### config.mk
export PLATFORM = sky130hd
export DESIGN_NAME = alarm_clock_controller_core
export DESIGN_NICKNAME = d
export VERILOG_FILES = /design/src/rtl/acc_pkg.sv /design/src/rtl/alarm_clock_controller_core.sv
export SDC_FILE = /design/constraint.sdc
export NUM_CORES = 1
export LEC_CHECK = 0
export BUFFER_PORTS_ARGS = -buffer_cell sky130_fd_sc_hd__buf_4
export CAP_MARGIN = 25
export CORE_UTILIZATION = 40
export CTS_BUF_LIST = sky130_fd_sc_hd__clkbuf_4 sky130_fd_sc_hd__clkbuf_8 sky130_fd_sc_hd__clkbuf_16
export CTS_CLUSTER_DIAMETER = 200
export DETAILED_ROUTE_END_ITERATION = 7
export PLACE_DENSITY = 0.67
export SYNTH_ARGS = -nofsm -noshare
export SYNTH_HDL_FRONTEND = slang
export SYNTH_SLANG_ARGS = --single-unit
### constraint.sdc
create_clock -name aclk -period 6.04 [get_ports aclk]
set_input_delay 0.302 -clock aclk [delete_from_list [all_inputs] [get_ports aclk]]
set_output_delay 0.302 -clock aclk [all_outputs]
set_load 0.01 [all_outputs]
### src/rtl/acc_pkg.sv
// ============================================================================
// Alarm clock controller package
// Shared constants, codes and types for the 24-hour alarm clock controller.
// ============================================================================
`default_nettype none

package acc_pkg;

    // Field widths
    localparam int unsigned HOUR_W     = 5;
    localparam int unsigned MIN_W      = 6;
    localparam int unsigned SEC_W      = 6;
    localparam int unsigned SUBSEC_W   = 10;
    localparam int unsigned BTN_W      = 4;
    localparam int unsigned LOCKOUT_W  = 8;
    localparam int unsigned IDLE_W     = 13;
    localparam int unsigned MODE_W     = 2;
    localparam int unsigned CFG_ADDR_W = 2;
    localparam int unsigned CFG_DATA_W = 13;
    localparam int unsigned S_TDATA_W  = 8;
    localparam int unsigned M_TDATA_W  = 32;

    // Time limits
    localparam logic [HOUR_W-1:0] HOURS_PER_DAY = 5'd24;
    localparam logic [HOUR_W-1:0] LAST_HOUR     = 5'd23;
    localparam logic [MIN_W-1:0]  LAST_MINUTE   = 6'd59;
    localparam logic [SEC_W-1:0]  LAST_SECOND   = 6'd59;
    localparam logic [IDLE_W-1:0] IDLE_MAX      = 13'd8191;

    // Reset values
    localparam logic [HOUR_W-1:0]    RESET_HOUR     = 5'd12;
    localparam logic [LOCKOUT_W-1:0] RESET_DEBOUNCE = 8'd150;
    localparam logic [IDLE_W-1:0]    RESET_TIMEOUT  = 13'd5000;
    localparam logic [SUBSEC_W-1:0]  RESET_MSPS     = 10'd1000;

    // Mode codes seen on the result channel
    localparam logic [MODE_W-1:0] MODE_RUN       = 2'd0;
    localparam logic [MODE_W-1:0] MODE_SET_TIME  = 2'd1;
    localparam logic [MODE_W-1:0] MODE_SET_ALARM = 2'd2;

    // Button bit positions (active low levels)
    localparam int unsigned BTN_HOUR_UP = 0;
    localparam int unsigned BTN_HOUR_DN = 1;
    localparam int unsigned BTN_MIN_UP  = 2;
    localparam int unsigned BTN_MIN_DN  = 3;

    // Configuration register indexes
    typedef enum logic [CFG_ADDR_W-1:0] {
        CFG_DEBOUNCE = 2'd0,
        CFG_TIMEOUT  = 2'd1,
        CFG_MSPS     = 2'd2
    } cfg_index_t;

endpackage

`default_nettype wire

### src/rtl/alarm_clock_controller_core.sv
// ============================================================================
// Alarm clock controller core
// 24-hour clock with one alarm, button handling, debounce and setting timeout.
// ============================================================================
//
// Usage:
//   The slave channel carries one transfer per clock item: a millisecond tick
//   flag and the four raw active-low button levels. Every accepted transfer
//   produces exactly one transfer on the master channel holding the clock
//   time, the alarm time, the mode code, the buzzer state and the time-valid
//   flag as they stand after that item.
//   The result is registered and shows on the master channel in the cycle
//   after the input transfer. Throughput is one item per cycle while the
//   receiver does not stall; all state updates for an item are made together.
//   When the receiver stalls, the result is held in the output register and
//   s_axis_tready stays high only while that register is free or is being
//   drained in the same cycle.
//   The configuration port writes the debounce time, the setting timeout and
//   the tick count per second; write it only while no item is in flight.
//   Synchronous reset puts the clock and alarm at 12:00:00, normal mode, time
//   not set, buzzer off, all buttons released, and the registers at their
//   default values.
// ============================================================================
`default_nettype none

module alarm_clock_controller_core (
    input  wire logic                            aclk,
    input  wire logic                            aresetn,
    // Configuration write port
    input  wire logic                            cfg_we,
    input  wire logic [acc_pkg::CFG_ADDR_W-1:0]  cfg_addr,
    input  wire logic [acc_pkg::CFG_DATA_W-1:0]  cfg_wdata,
    // Input channel
    input  wire logic                            s_axis_tvalid,
    output logic                                 s_axis_tready,
    // [0] ms_tick, [4:1] button_levels, [7:5] zero
    input  wire logic [acc_pkg::S_TDATA_W-1:0]   s_axis_tdata,
    // Result channel
    output logic                                 m_axis_tvalid,
    input  wire logic                            m_axis_tready,
    // [4:0] clock_hours, [10:5] clock_minutes, [16:11] clock_seconds,
    // [21:17] wake_hour, [27:22] wake_minute, [29:28] mode_code,
    // [30] buzzer_on, [31] time_valid
    output logic [acc_pkg::M_TDATA_W-1:0]        m_axis_tdata
);

    // Configuration registers
    logic [acc_pkg::LOCKOUT_W-1:0] debounce_reg;
    logic [acc_pkg::IDLE_W-1:0]    timeout_reg;
    logic [acc_pkg::SUBSEC_W-1:0]  msps_reg;

    // Clock state
    logic [acc_pkg::HOUR_W-1:0]    hour_reg,      hour_next;
    logic [acc_pkg::MIN_W-1:0]     minute_reg,    minute_next;
    logic [acc_pkg::SEC_W-1:0]     second_reg,    second_next;
    logic [acc_pkg::SUBSEC_W-1:0]  subsec_reg,    subsec_next;
    logic [acc_pkg::HOUR_W-1:0]    al_hour_reg,   al_hour_next;
    logic [acc_pkg::MIN_W-1:0]     al_minute_reg, al_minute_next;
    logic                          in_setting_reg, in_setting_next;
    logic                          edit_alarm_reg, edit_alarm_next;
    logic                          time_set_reg,   time_set_next;
    logic                          ringing_reg,    ringing_next;
    logic                          fired_reg,      fired_next;
    logic [acc_pkg::BTN_W-1:0]     prev_btn_reg;
    logic [acc_pkg::LOCKOUT_W-1:0] lockout_reg,   lockout_next;
    logic [acc_pkg::IDLE_W-1:0]    idle_reg,      idle_next;

    // Output register
    logic                          m_valid_reg;
    logic [acc_pkg::M_TDATA_W-1:0] m_data_reg, m_data_next;

    // Item decode
    logic                          in_xfer;
    logic                          tick;
    logic [acc_pkg::BTN_W-1:0]     levels;
    logic [acc_pkg::BTN_W-1:0]     pressed;
    logic [acc_pkg::SUBSEC_W:0]    subsec_inc;
    logic                          action;
    logic [acc_pkg::HOUR_W-1:0]    tgt_hour;
    logic [acc_pkg::MIN_W-1:0]     tgt_minute;
    logic [acc_pkg::MODE_W-1:0]    mode_next;

    assign in_xfer       = s_axis_tvalid && s_axis_tready;
    assign s_axis_tready = !m_valid_reg || m_axis_tready;
    assign m_axis_tvalid = m_valid_reg;
    assign m_axis_tdata  = m_data_reg;

    assign tick    = s_axis_tdata[0];
    assign levels  = s_axis_tdata[acc_pkg::BTN_W:1];
    assign pressed = prev_btn_reg & ~levels;
    assign subsec_inc = {1'b0, subsec_reg} + {{acc_pkg::SUBSEC_W{1'b0}}, 1'b1};

    // Next state for one item: tick, buttons, timeout, then alarm check.
    always_comb begin
        hour_next       = hour_reg;
        minute_next     = minute_reg;
        second_next     = second_reg;
        subsec_next     = subsec_reg;
        al_hour_next    = al_hour_reg;
        al_minute_next  = al_minute_reg;
        in_setting_next = in_setting_reg;
        edit_alarm_next = edit_alarm_reg;
        time_set_next   = time_set_reg;
        ringing_next    = ringing_reg;
        fired_next      = fired_reg;
        lockout_next    = lockout_reg;
        idle_next       = idle_reg;
        action          = 1'b0;
        tgt_hour        = '0;
        tgt_minute      = '0;

        // Millisecond tick: lockout, idle count and the running clock.
        if (tick) begin
            if (lockout_reg != '0) begin
                lockout_next = lockout_reg - 1'b1;
            end
            if (in_setting_reg) begin
                if (idle_reg != acc_pkg::IDLE_MAX) begin
                    idle_next = idle_reg + 1'b1;
                end
            end else if (subsec_inc >= {1'b0, msps_reg}) begin
                subsec_next = '0;
                if (second_reg == acc_pkg::LAST_SECOND) begin
                    second_next = '0;
                    fired_next  = 1'b0;
                    if (minute_reg == acc_pkg::LAST_MINUTE) begin
                        minute_next = '0;
                        if (hour_reg == acc_pkg::LAST_HOUR) begin
                            hour_next = '0;
                        end else begin
                            hour_next = hour_reg + 1'b1;
                        end
                    end else begin
                        minute_next = minute_reg + 1'b1;
                    end
                end else begin
                    second_next = second_reg + 1'b1;
                end
            end else begin
                subsec_next = subsec_inc[acc_pkg::SUBSEC_W-1:0];
            end
        end

        // Button presses, taken only when no lockout is running.
        if (lockout_next == '0) begin
            if (!in_setting_reg) begin
                if (pressed[acc_pkg::BTN_MIN_DN] && ringing_reg) begin
                    ringing_next = 1'b0;
                    action       = 1'b1;
                end else if (pressed[acc_pkg::BTN_HOUR_DN] && !ringing_reg) begin
                    in_setting_next = 1'b1;
                    edit_alarm_next = 1'b1;
                    idle_next       = '0;
                    action          = 1'b1;
                end else if (pressed[acc_pkg::BTN_HOUR_UP] && !ringing_reg) begin
                    in_setting_next = 1'b1;
                    edit_alarm_next = 1'b0;
                    idle_next       = '0;
                    action          = 1'b1;
                end
            end else begin
                tgt_hour   = edit_alarm_reg ? al_hour_reg : hour_next;
                tgt_minute = edit_alarm_reg ? al_minute_reg : minute_next;
                action     = 1'b1;
                if (pressed[acc_pkg::BTN_HOUR_UP]) begin
                    tgt_hour = (tgt_hour == acc_pkg::LAST_HOUR) ? '0 : tgt_hour + 1'b1;
                end else if (pressed[acc_pkg::BTN_HOUR_DN]) begin
                    tgt_hour = (tgt_hour == '0) ? acc_pkg::LAST_HOUR : tgt_hour - 1'b1;
                end else if (pressed[acc_pkg::BTN_MIN_UP]) begin
                    tgt_minute = (tgt_minute == acc_pkg::LAST_MINUTE) ? '0
                                                                      : tgt_minute + 1'b1;
                    if (!edit_alarm_reg) begin
                        second_next = '0;
                    end
                end else if (pressed[acc_pkg::BTN_MIN_DN]) begin
                    tgt_minute = (tgt_minute == '0) ? acc_pkg::LAST_MINUTE
                                                    : tgt_minute - 1'b1;
                    if (!edit_alarm_reg) begin
                        second_next = '0;
                    end
                end else begin
                    action = 1'b0;
                end
                if (action) begin
                    idle_next = '0;
                    if (edit_alarm_reg) begin
                        al_hour_next   = tgt_hour;
                        al_minute_next = tgt_minute;
                    end else begin
                        hour_next   = tgt_hour;
                        minute_next = tgt_minute;
                    end
                end
            end
            if (action) begin
                lockout_next = debounce_reg;
            end
        end

        // Setting timeout returns to normal mode.
        if (in_setting_next && (idle_next >= timeout_reg)) begin
            if (!edit_alarm_next) begin
                time_set_next = 1'b1;
                fired_next    = 1'b0;
            end
            in_setting_next = 1'b0;
        end

        // Alarm fires once per matching minute.
        if (time_set_next && !in_setting_next && !ringing_next && !fired_next &&
            (hour_next == al_hour_next) && (minute_next == al_minute_next)) begin
            ringing_next = 1'b1;
            fired_next   = 1'b1;
        end
    end

    // Result packing
    always_comb begin
        if (!in_setting_next) begin
            mode_next = acc_pkg::MODE_RUN;
        end else if (edit_alarm_next) begin
            mode_next = acc_pkg::MODE_SET_ALARM;
        end else begin
            mode_next = acc_pkg::MODE_SET_TIME;
        end
        m_data_next = {time_set_next, ringing_next, mode_next, al_minute_next,
                       al_hour_next, second_next, minute_next, hour_next};
    end

    // Configuration writes
    always_ff @(posedge aclk) begin
        if (!aresetn) begin
            debounce_reg <= acc_pkg::RESET_DEBOUNCE;
            timeout_reg  <= acc_pkg::RESET_TIMEOUT;
            msps_reg     <= acc_pkg::RESET_MSPS;
        end else if (cfg_we) begin
            case (cfg_addr)
                acc_pkg::CFG_DEBOUNCE: debounce_reg <= cfg_wdata[acc_pkg::LOCKOUT_W-1:0];
                acc_pkg::CFG_TIMEOUT:  timeout_reg  <= cfg_wdata[acc_pkg::IDLE_W-1:0];
                acc_pkg::CFG_MSPS:     msps_reg     <= cfg_wdata[acc_pkg::SUBSEC_W-1:0];
                default: ;
            endcase
        end
    end

    // State update on each input transfer
    always_ff @(posedge aclk) begin
        if (!aresetn) begin
            hour_reg       <= acc_pkg::RESET_HOUR;
            minute_reg     <= '0;
            second_reg     <= '0;
            subsec_reg     <= '0;
            al_hour_reg    <= acc_pkg::RESET_HOUR;
            al_minute_reg  <= '0;
            in_setting_reg <= 1'b0;
            edit_alarm_reg <= 1'b0;
            time_set_reg   <= 1'b0;
            ringing_reg    <= 1'b0;
            fired_reg      <= 1'b0;
            prev_btn_reg   <= '1;
            lockout_reg    <= '0;
            idle_reg       <= '0;
        end else if (in_xfer) begin
            hour_reg       <= hour_next;
            minute_reg     <= minute_next;
            second_reg     <= second_next;
            subsec_reg     <= subsec_next;
            al_hour_reg    <= al_hour_next;
            al_minute_reg  <= al_minute_next;
            in_setting_reg <= in_setting_next;
            edit_alarm_reg <= edit_alarm_next;
            time_set_reg   <= time_set_next;
            ringing_reg    <= ringing_next;
            fired_reg      <= fired_next;
            prev_btn_reg   <= levels;
            lockout_reg    <= lockout_next;
            idle_reg       <= idle_next;
        end
    end

    // Output register: loads on every input transfer, empties when taken.
    always_ff @(posedge aclk) begin
        if (!aresetn) begin
            m_valid_reg <= 1'b0;
        end else if (in_xfer) begin
            m_valid_reg <= 1'b1;
        end else if (m_axis_tready) begin
            m_valid_reg <= 1'b0;
        end
    end

    always_ff @(posedge aclk) begin
        if (in_xfer) begin
            m_data_reg <= m_data_next;
        end
    end

`ifndef SYNTHESIS
    // Every accepted item leaves a result waiting in the next cycle.
    assert property (@(posedge aclk) disable iff (!aresetn)
        in_xfer |=> m_valid_reg)
        else $error("accepted item produced no result");

    // The alarm can only ring once the time has been set.
    assert property (@(posedge aclk) disable iff (!aresetn)
        ringing_reg |-> time_set_reg)
        else $error("alarm ringing before time was set");

    // A ringing alarm and a setting mode never coexist.
    assert property (@(posedge aclk) disable iff (!aresetn)
        ringing_reg |-> !in_setting_reg)
        else $error("alarm ringing while in a setting mode");

    // Clock fields stay in range.
    assert property (@(posedge aclk) disable iff (!aresetn)
        (hour_reg < acc_pkg::HOURS_PER_DAY) && (minute_reg <= acc_pkg::LAST_MINUTE) &&
        (al_hour_reg < acc_pkg::HOURS_PER_DAY) && (al_minute_reg <= acc_pkg::LAST_MINUTE))
        else $error("clock or alarm field out of range");
`endif

endmodule

`default_nettype wire
==> flow_summary.yaml, run 1 <==
hold_path:
  hold_path_depth: 3
  hp-class: "in2reg"
logic_synthesis:
  synth_nets: 1225
  synth.area.top_cells: "dfxtp_1, edfxtp_1, nand2_1"
  synth_area_sq_mm: 0.00909
  yosysUniqueCellTypes: 81
  synth-seq-cells: 132
  async_reset_ff_share_pct: 0
  synth_ff_type: "dfxtp_1"
  netlist_instances: 1162
  seq_area_frac_synth_pct: 32.6
  yosys_warnings: 0
  synth_top_area_cell: "dfxtp_1"
  syn_avg_cell_area_sq_um: 7.82
  synth_edf_count: 32
  synth_top_area_share_pct: 22.0
worst_setup_path:
  worst_r2r_path_depth: 19
  endpoint_kind: "flop"
  required_ns: 6.30
  crit_arrival_ns: 5.98
  crit_fanout: 7
  cp-start-kind: "flop"
  crit_type: "reg2reg"
die:
  fp.dieW_um: 153
  dieArea_sq_mm: 0.0233
  core_sq_mm: 0.0220
  dieHeight_um: 153
  placementRows: 54
  initial_core_util_pct: 41.3
  pin_count: 62
place:
  place_congestion: 0.972
  dp_hpwl_mm: 18.4
  port_buffers: 58
timing:
  period_share_pct: 94.8
  holdWs_ns: 0.0797
  fin_crit_ns: 5.72
  drv_slew: 0
  tightest_slew_ns: 0.950
  rsz0062_at_grt: "no"
  tns_ns: 0
  skew_ns: 0.0149
  hold_viol: 0
  relSlewSlack_pct: 36.7
  setup-violations-final: 0
  fmax_mhz: 175
clocking:
  cts_root_buf: "clkbuf_16"
  cts_max_path_buffers: 2
  h-tree-depth: 4
  ctsResizeCount: 0
  cts.sinks: 132
  clkLatencyLatePin_ns: 0.44
  hold_buffers: 0
  cts_tree: "yes"
  cts_buffers: 17
  path_clk_slew_ns: 0.07
  postCtsSetupBuffers: 0
cells_and_area:
  area_delta_synth_final_pct: 15.4
  num-nets-final: 1276
  num_antenna_cells: 0
  largest_reg_flops: 32
  drive_gt1_share_pct: 12.6
detailed_routing:
  vias: 8621
  avgViaCountPerCell: 5.72
  drt_iter0_markers: 777
  drcViolationCount: 0
  wirelength_mm: 25.4
  postRouteAntennaNets: 0
  first_pass_iters: 7
  routedWlPerCell_um: 16.9
grt:
  grt_overflow: 0
  grt_pass1_vias: 7797
  antenna_found_initial: 0
  grt_max_degree: 102
  grt_pass1_wl_mm: 41.2
  grt.total_usage_pct: 22.1
pwr:
  powerDensity_mw_per_mm2: 232
  ir_drop_uv: 186
  p_leak_nw: 4.06
  power_mw: 2.44
flow_run:
  maxCapViolCount: 0
status:
  outcome: "complete, no violations"
[per-layer routing]
layer  part of all wire (%)  vias to the layer above  routed length, um  GRT usage [%]
met3                    5.3                       49               1350           3.58
met5                      0                        -                  0              0
met1                     46                     4015              11800           29.6
met4                    3.1                        0                789           9.81
met2                     45                      263              11500           35.0
li1                       -                     4294                  -              -
[layout by cell type, fill, tap and decap left out, types with 7 or more instances in the layout]
cell,synthesis,layout
nand2_1,221,220
dfxtp_1,100,100
buf_4,0,90
nor2_1,84,84
o21ai_0,57,57
a21boi_0,49,48
a21oi_1,44,44
inv_1,41,40
nand3_1,38,38
ha_1,35,35
edfxtp_1,32,32
nor2b_1,31,31
mux2i_1,26,26
o211ai_1,24,24
xor2_1,23,23
and2_1,21,21
nor3_1,19,19
clkbuf_16,0,17
nand4_1,16,16
a211oi_1,16,16
xnor2_1,16,16
nand2b_1,13,13
or3_1,12,12
a31oi_1,12,12
and3_1,11,11
o31ai_1,11,10
o21a_1,10,10
o2111ai_1,8,8
nor4_1,9,8
or4_1,7,7
a21o_1,7,7
[worst max-delay path, cell delays in order, from the launching register on]
cell and delay (ns):
dfxtp_1 0.40, ha_1 0.25, nand3_1 0.19, nor2_1 0.21, xor2_1 0.23, ha_1 0.29, and2_0 0.21, a221o_1 0.32
a41o_1 0.29, buf_4 0.19, a2111oi_0 0.76, a211o_1 0.36, nand3_1 0.16, or3_1 0.39, mux2i_1 0.24, nor2b_1 0.11
buf_4 0.15, a2111o_1 0.34, nand4bb_1 0.17, o31ai_1 0.25
[cells by family (layout without fill, tap and decap cells)]
family / Yosys count / in the layout / synth area share (%)
xor+xnor: 39 / 39 / 3.76
simple gates: 520 / 520 / 27.8
compound gates: 304 / 304 / 23.3
buf+inv: 102 / 166 / 4.35
fa+ha+maj: 35 / 35 / 4.82
flops: 132 / 132 / 32.6
mux: 30 / 30 / 3.36
[area by class of cell]
cell class,instances,area [sq um]
clock buffers,18,439
well taps,280,350
multi-input cells,928,5740
fillers,2200,11500
inverters,42,159
repair buffers,92,691
clock inverters,14,138
flip-flops and latches,132,2960
[through the flow]
| stage | instance area, sq um | cells | worst slack [ns] | util [%] |
|---|---|---|---|---|
| after floorplan | 9090 | 1162 | 0.772 | - |
| after detailed placement | 9880 | 1471 | 0.268 | 44.8 |
| after global placement | 9880 | 1471 | 0.361 | 44.8 |
| final | 10500 | 1506 | 0.316 | 47.6 |
| after global routing | 10500 | 1506 | 0.00912 | 47.6 |
| after CTS | 10500 | 1503 | 0.220 | 47.5 |
[final timing paths]
kind / from / end / slack, ns
setup / recovery: subsec_reg[0] / m_axis_tdata[30] / 0.32
hold / removal: s_axis_tdata[4] / prev_btn_reg[3] / 0.08
setup reg to reg: subsec_reg[0] / m_axis_tdata[30] / 0.32
hold reg to reg: msps_reg[1] / msps_reg[1] / 0.47
[report_power, final]
part / leakage [nW] / internal (mW) / switching [mW] / total, mW
Combinational: 2.65 / 0.162 / 0.267 / 0.428
Sequential: 1.12 / 0.940 / 0.0293 / 0.969
Clock: 0.289 / 0.589 / 0.450 / 1.04
[cells in the mapped netlist, drive strengths merged (16+ instances only)]
library cell,n
o21ai,63
nor2b,31
a211oi,17
nand2,221
edfxtp,32
a21oi,45
nor3,22
and2,22
inv,41
clkbuf,45
o211ai,24
xnor2,16
xor2,23
nor2,85
dfxtp,100
nand3,39
a21boi,49
mux2i,26
ha,35
nand4,16
Power figures use the tool's default switching activity.
==> run 2, diff against run 1 <==
==> constraint.sdc (replaced) <==
create_clock -name aclk -period 6.04 [get_ports aclk]
set_input_delay 1.208 -clock aclk [delete_from_list [all_inputs] [get_ports aclk]]
set_output_delay 1.208 -clock aclk [all_outputs]
set_load 0.01 [all_outputs]
==> flow_summary.yaml, run 2 (synthesis results as in run 1) <==
pwr:
  powerDensity_mw_per_mm2: 227
  p_leak_nw: 4.15
  ir_drop_uv: 194
  power_mw: 2.41
worst_setup_path:
  endpoint_kind: "flop"
  slowest_delay_ns: 0.51
  crit_fanout: 11
  cp_slowest_cell: "or4b_4"
  crit_type: "reg2reg"
  crit_path_cell_trace: "inv_1, ha_1, or4b_4, o41ai_4, mux2i_1, or3_4, a21oi_1, buf_4, nor2_1, ha_1, and4_1, a311oi_1, a21oi_1, nor4_1, o31ai_2, or3b_4, a211oi_2, nand4_1, a2111o_1, nand4bb_1, o31ai_1"
  crit_arrival_ns: 5.90
  required_ns: 6.27
  cp-start-kind: "flop"
clocking:
  path_clk_slew_ns: 0.07
  cts.sinks: 132
  cts_max_path_buffers: 2
  clkLatencyLatePin_ns: 0.44
  h-tree-depth: 4
  postCtsSetupBuffers: 0
  cts_tree: "yes"
  cts_buffers: 17
  cts_root_buf: "clkbuf_16"
die:
  initial_core_util_pct: 41.3
  fp.dieW_um: 153
  placementRows: 54
  dieArea_sq_mm: 0.0233
  core_sq_mm: 0.0220
  dieHeight_um: 153
  pin_count: 62
timing:
  tns_ns: 0
  drv_slew: 0
  period_share_pct: 93.8
  fmax_mhz: 177
  fin_crit_ns: 5.67
  tightest_slew_ns: 0.947
  relSlewSlack_pct: 36.9
  skew_ns: 0.0140
  rsz0062_at_grt: "no"
  setup-violations-final: 0
  hold_viol: 0
detailed_routing:
  first_pass_iters: 7
  routedWlPerCell_um: 16.9
  wirelength_mm: 25.7
  postRouteAntennaNets: 0
  avgViaCountPerCell: 5.76
  drcViolationCount: 0
  vias: 8794
  drt_iter0_markers: 791
cells_and_area:
  nFillCells: 2201
  fin_area_sq_mm: 0.0106
  final_cell_mix: "nand2_1, buf_4, dfxtp_1"
  num-nets-final: 1296
  area_delta_synth_final_pct: 16.8
  drive_gt1_share_pct: 14.0
  final_common_cell: "nand2_1"
  num_antenna_cells: 0
  largest_reg_flops: 32
grt:
  grt_max_degree: 102
  grt_overflow: 0
  grt_pass1_wl_mm: 41.8
  grt_pass1_vias: 8009
  grt.total_usage_pct: 22.3
  antenna_found_initial: 0
flow_run:
  maxCapViolCount: 0
hold_path:
  hp-class: "reg2reg"
place:
  port_buffers: 58
  dp_hpwl_mm: 18.7
  place_area_sq_mm: 0.0100
  place_congestion: 0.962
status:
  outcome: "complete, no violations"
==> run 2: cell count changes in the layout (fill, tap and decap cells not counted), sizes merged <==
| cell | delta |
|---|---|
| inv | -2 |
| clkinv | +3 |
| buf | +22 |
| bufinv | -1 |
| clkbuf | -2 |
==> run 2: layout make-up <==
| type | count | area [sq um] | area share, % |
|---|---|---|---|
| inverters | 42 | 159 | 1.50 |
| repair buffers | 112 | 838 | 7.90 |
| clock inverters | 14 | 116 | 1.10 |
| clock buffers | 18 | 439 | 4.14 |
| multi-input cells | 928 | 5740 | 54.1 |
| well taps | 280 | 350 | 3.30 |
| flip-flops and latches | 132 | 2960 | 27.9 |
==> run 2: critical path: cells and delay by family, from the launching register on <==
family          cells  cell delay (ns)
buf+inv             2             0.33
fa+ha+maj           2             0.49
compound gates      8             2.04
simple gates        8             2.01
mux                 1             0.23
flops               1             0.34
==> run 2: path summary, 6_finish.rpt <==
kind	endpoint	start	slack [ns]	cells after the start
max reg2reg	m_axis_tdata[30]	lockout_reg[0]	0.37	21
min reg2reg	timeout_reg[4]	timeout_reg[4]	0.47	2
max	m_axis_tdata[30]	lockout_reg[0]	0.37	21
min	timeout_reg[4]	timeout_reg[4]	0.47	2
==> run 2: report_power, final <==
group,internal (mW),switching [mW]
Clock,0.547,0.445
Sequential,0.940,0.0304
Combinational,0.179,0.271
==> run 2: metal layers <==
| layer | vias up | global-route usage (%) | part of all wire (%) |
|---|---|---|---|
| met1 | 4132 | 29.7 | 46 |
| met3 | 49 | 3.78 | 5.7 |
| met4 | 0 | 8.42 | 2.8 |
| met5 | - | 0 | 0 |
| li1 | 4327 | - | - |
| met2 | 286 | 36.1 | 46 |
==> run 2: stage by stage <==
stage	hold WS (ns)	util (%)	setup WS (ns)	std cells
after floorplan	0.441	-	0.127	1162
after global placement	0.454	45.6	0.0435	1492
after detailed placement	0.464	45.6	-0.0319	1493
after CTS	0.473	48.1	0.359	1525
after global routing	0.487	48.2	0.0147	1526
final	0.470	48.2	0.375	1526
==> run 2: timing repair <==
item / in CTS / in global routing
gates resized for setup: 0 / 3
hold endpoints to repair: 0 / 0
hold buffers: 0 / 0
setup endpoints to repair: 0 / 1
==> run 3, diff against run 2 <==
- CORE_ASPECT_RATIO: not set -> 0.75
- REMOVE_ABC_BUFFERS: not set -> 1
==> flow_summary.yaml, run 3 (synthesis results as in run 1) <==
worst_setup_path:
  crit_path_start: "subsec_reg[2]"
  cp-start-kind: "flop"
  crit_arrival_ns: 5.93
  required_ns: 6.29
  crit_type: "reg2reg"
  endpoint_kind: "flop"
  r2r_start: "subsec_reg[2]"
  crit_fanout: 6
cells_and_area:
  num-nets-final: 1286
  final_common_cell: "nand2_1"
  num_antenna_cells: 0
  largest_reg_flops: 32
  final_cell_count_no_fill: 1530
  final_cell_mix: "nand2_1, buf_4, dfxtp_1"
  final_util_pct: 48.0
  nFillCells: 2145
  area_delta_synth_final_pct: 17.1
  drive_gt1_share_pct: 13.3
hold_path:
  hp-start: "msps_reg[1]"
  hp-class: "reg2reg"
detailed_routing:
  drt_iter0_markers: 810
  wirelength_mm: 26.2
  routedWlPerCell_um: 17.1
  avgViaCountPerCell: 5.66
  drcViolationCount: 0
  vias: 8661
  postRouteAntennaNets: 0
  first_pass_iters: 8
clocking:
  cts_buffers: 17
  cts_max_path_buffers: 2
  path_clk_slew_ns: 0.06
  cts_root_buf: "clkbuf_16"
  cts.sinks: 132
  clkLatencyLatePin_ns: 0.43
  cts_tree: "yes"
  h-tree-depth: 4
  hold_buffers: 0
timing:
  setup-violations-final: 0
  skew_ns: 0.00888
  period_share_pct: 94.0
  hold_viol: 0
  tightest_slew_ns: 0.938
  fin_crit_ns: 5.68
  fmax_mhz: 176
  tns_ns: 0
  relSlewSlack_pct: 37.5
  rsz0062_at_grt: "no"
  drv_slew: 0
  finalWorstSetupSlack_ns: 0.363
pwr:
  internal-power_mw: 1.80
  powerDensity_mw_per_mm2: 238
  ir_drop_uv: 130
  p_leak_nw: 4.14
  p_clk_share_pct: 44.1
  seqPwrFrac_pct: 38.4
  p_comb_share_pct: 17.6
  p_sw_share_pct: 29.0
  power_mw: 2.53
  p_sw_mw: 0.733
place:
  place_congestion: 0.967
  place_ws_ns: 0.0446
  port_buffers: 58
  dp_hpwl_mm: 19.1
  placedCellCount: 1498
die:
  core_sq_mm: 0.0222
  dieArea_sq_mm: 0.0233
  placementRows: 47
  initial_core_util_pct: 41.0
  fp.dieW_um: 176
  pin_count: 62
  dieHeight_um: 133
flow_run:
  maxCapViolCount: 0
grt:
  grt_pass1_wl_mm: 42.6
  grt_pass1_vias: 7910
  grt_overflow: 0
  antenna_found_initial: 0
  grt_max_degree: 102
  grt.total_usage_pct: 23.1
status:
  outcome: "complete, no violations"
==> run 3: metal layers <==
layer | vias up | global-route usage [%] | share of wire, %
met4 | 0 | 7.00 | 1.9
met3 | 39 | 5.06 | 8.1
met2 | 314 | 31.9 | 40
li1 | 4326 | - | -
met5 | - | 0 | 0
met1 | 3982 | 35.0 | 50
==> run 3: power by group through the flow <==
stage                     Sequential [mW]  Clock (mW)  Combinational, mW
after floorplan                     0.991           0              0.266
after global routing                0.975        1.17              0.491
final                               0.971        1.11              0.444
after detailed placement            0.989           0              0.438
after global placement              0.989           0              0.434
after CTS                           0.970        1.13              0.441
==> run 3: layout make-up <==
cell class / instances / area [sq um] / share of cell area (%)
inverters: 42 / 159 / 1.49
clock buffers: 21 / 497 / 4.67
clock inverters: 11 / 134 / 1.26
multi-input cells: 928 / 5750 / 54.0
flip-flops and latches: 132 / 2960 / 27.8
repair buffers: 102 / 778 / 7.31
well taps: 294 / 368 / 3.46
==> run 3: worst paths after layout <==
kind | to | slack [ns] | depth (start not counted)
setup / recovery | m_axis_tdata[30] | 0.36 | 24
hold / removal | msps_reg[1] | 0.47 | 2
setup reg to reg | m_axis_tdata[30] | 0.36 | 24
hold reg to reg | msps_reg[1] | 0.47 | 2
==> run 3: critical path, stage by stage (launching register included) <==
cell       delay, ns
dfxtp_1         0.41
and3_1          0.26
and3_1          0.27
nand3_1         0.17
nor2_1          0.15
xor2_1          0.24
ha_1            0.30
a21oi_1         0.23
a21oi_1         0.13
o21ai_0         0.27
o211ai_1        0.25
o221ai_2        0.29
inv_1           0.13
ha_1            0.25
nand2_1         0.07
a211oi_1        0.05
buf_4           0.18
a21boi_0        0.11
buf_4           0.18
a2111oi_1       0.41
a21oi_1         0.15
xor2_1          0.20
a2111o_1        0.39
nand4bb_1       0.17
o31ai_1         0.25
==> run 3: per-stage QoR <==
stage          area [sq um]  hold WS (ns)
2_1_floorplan          8850         0.440
5_1_grt               10600         0.499
3_3_place_gp          10000         0.456
6_report              10600         0.471
4_1_cts               10600         0.474
3_5_place_dp          10000         0.463
==> run 3: repair_timing <==
item	4_1_cts	5_1_grt
setup buffers	0	0
resized for setup	0	3
endpoints found under the setup margin	0	3
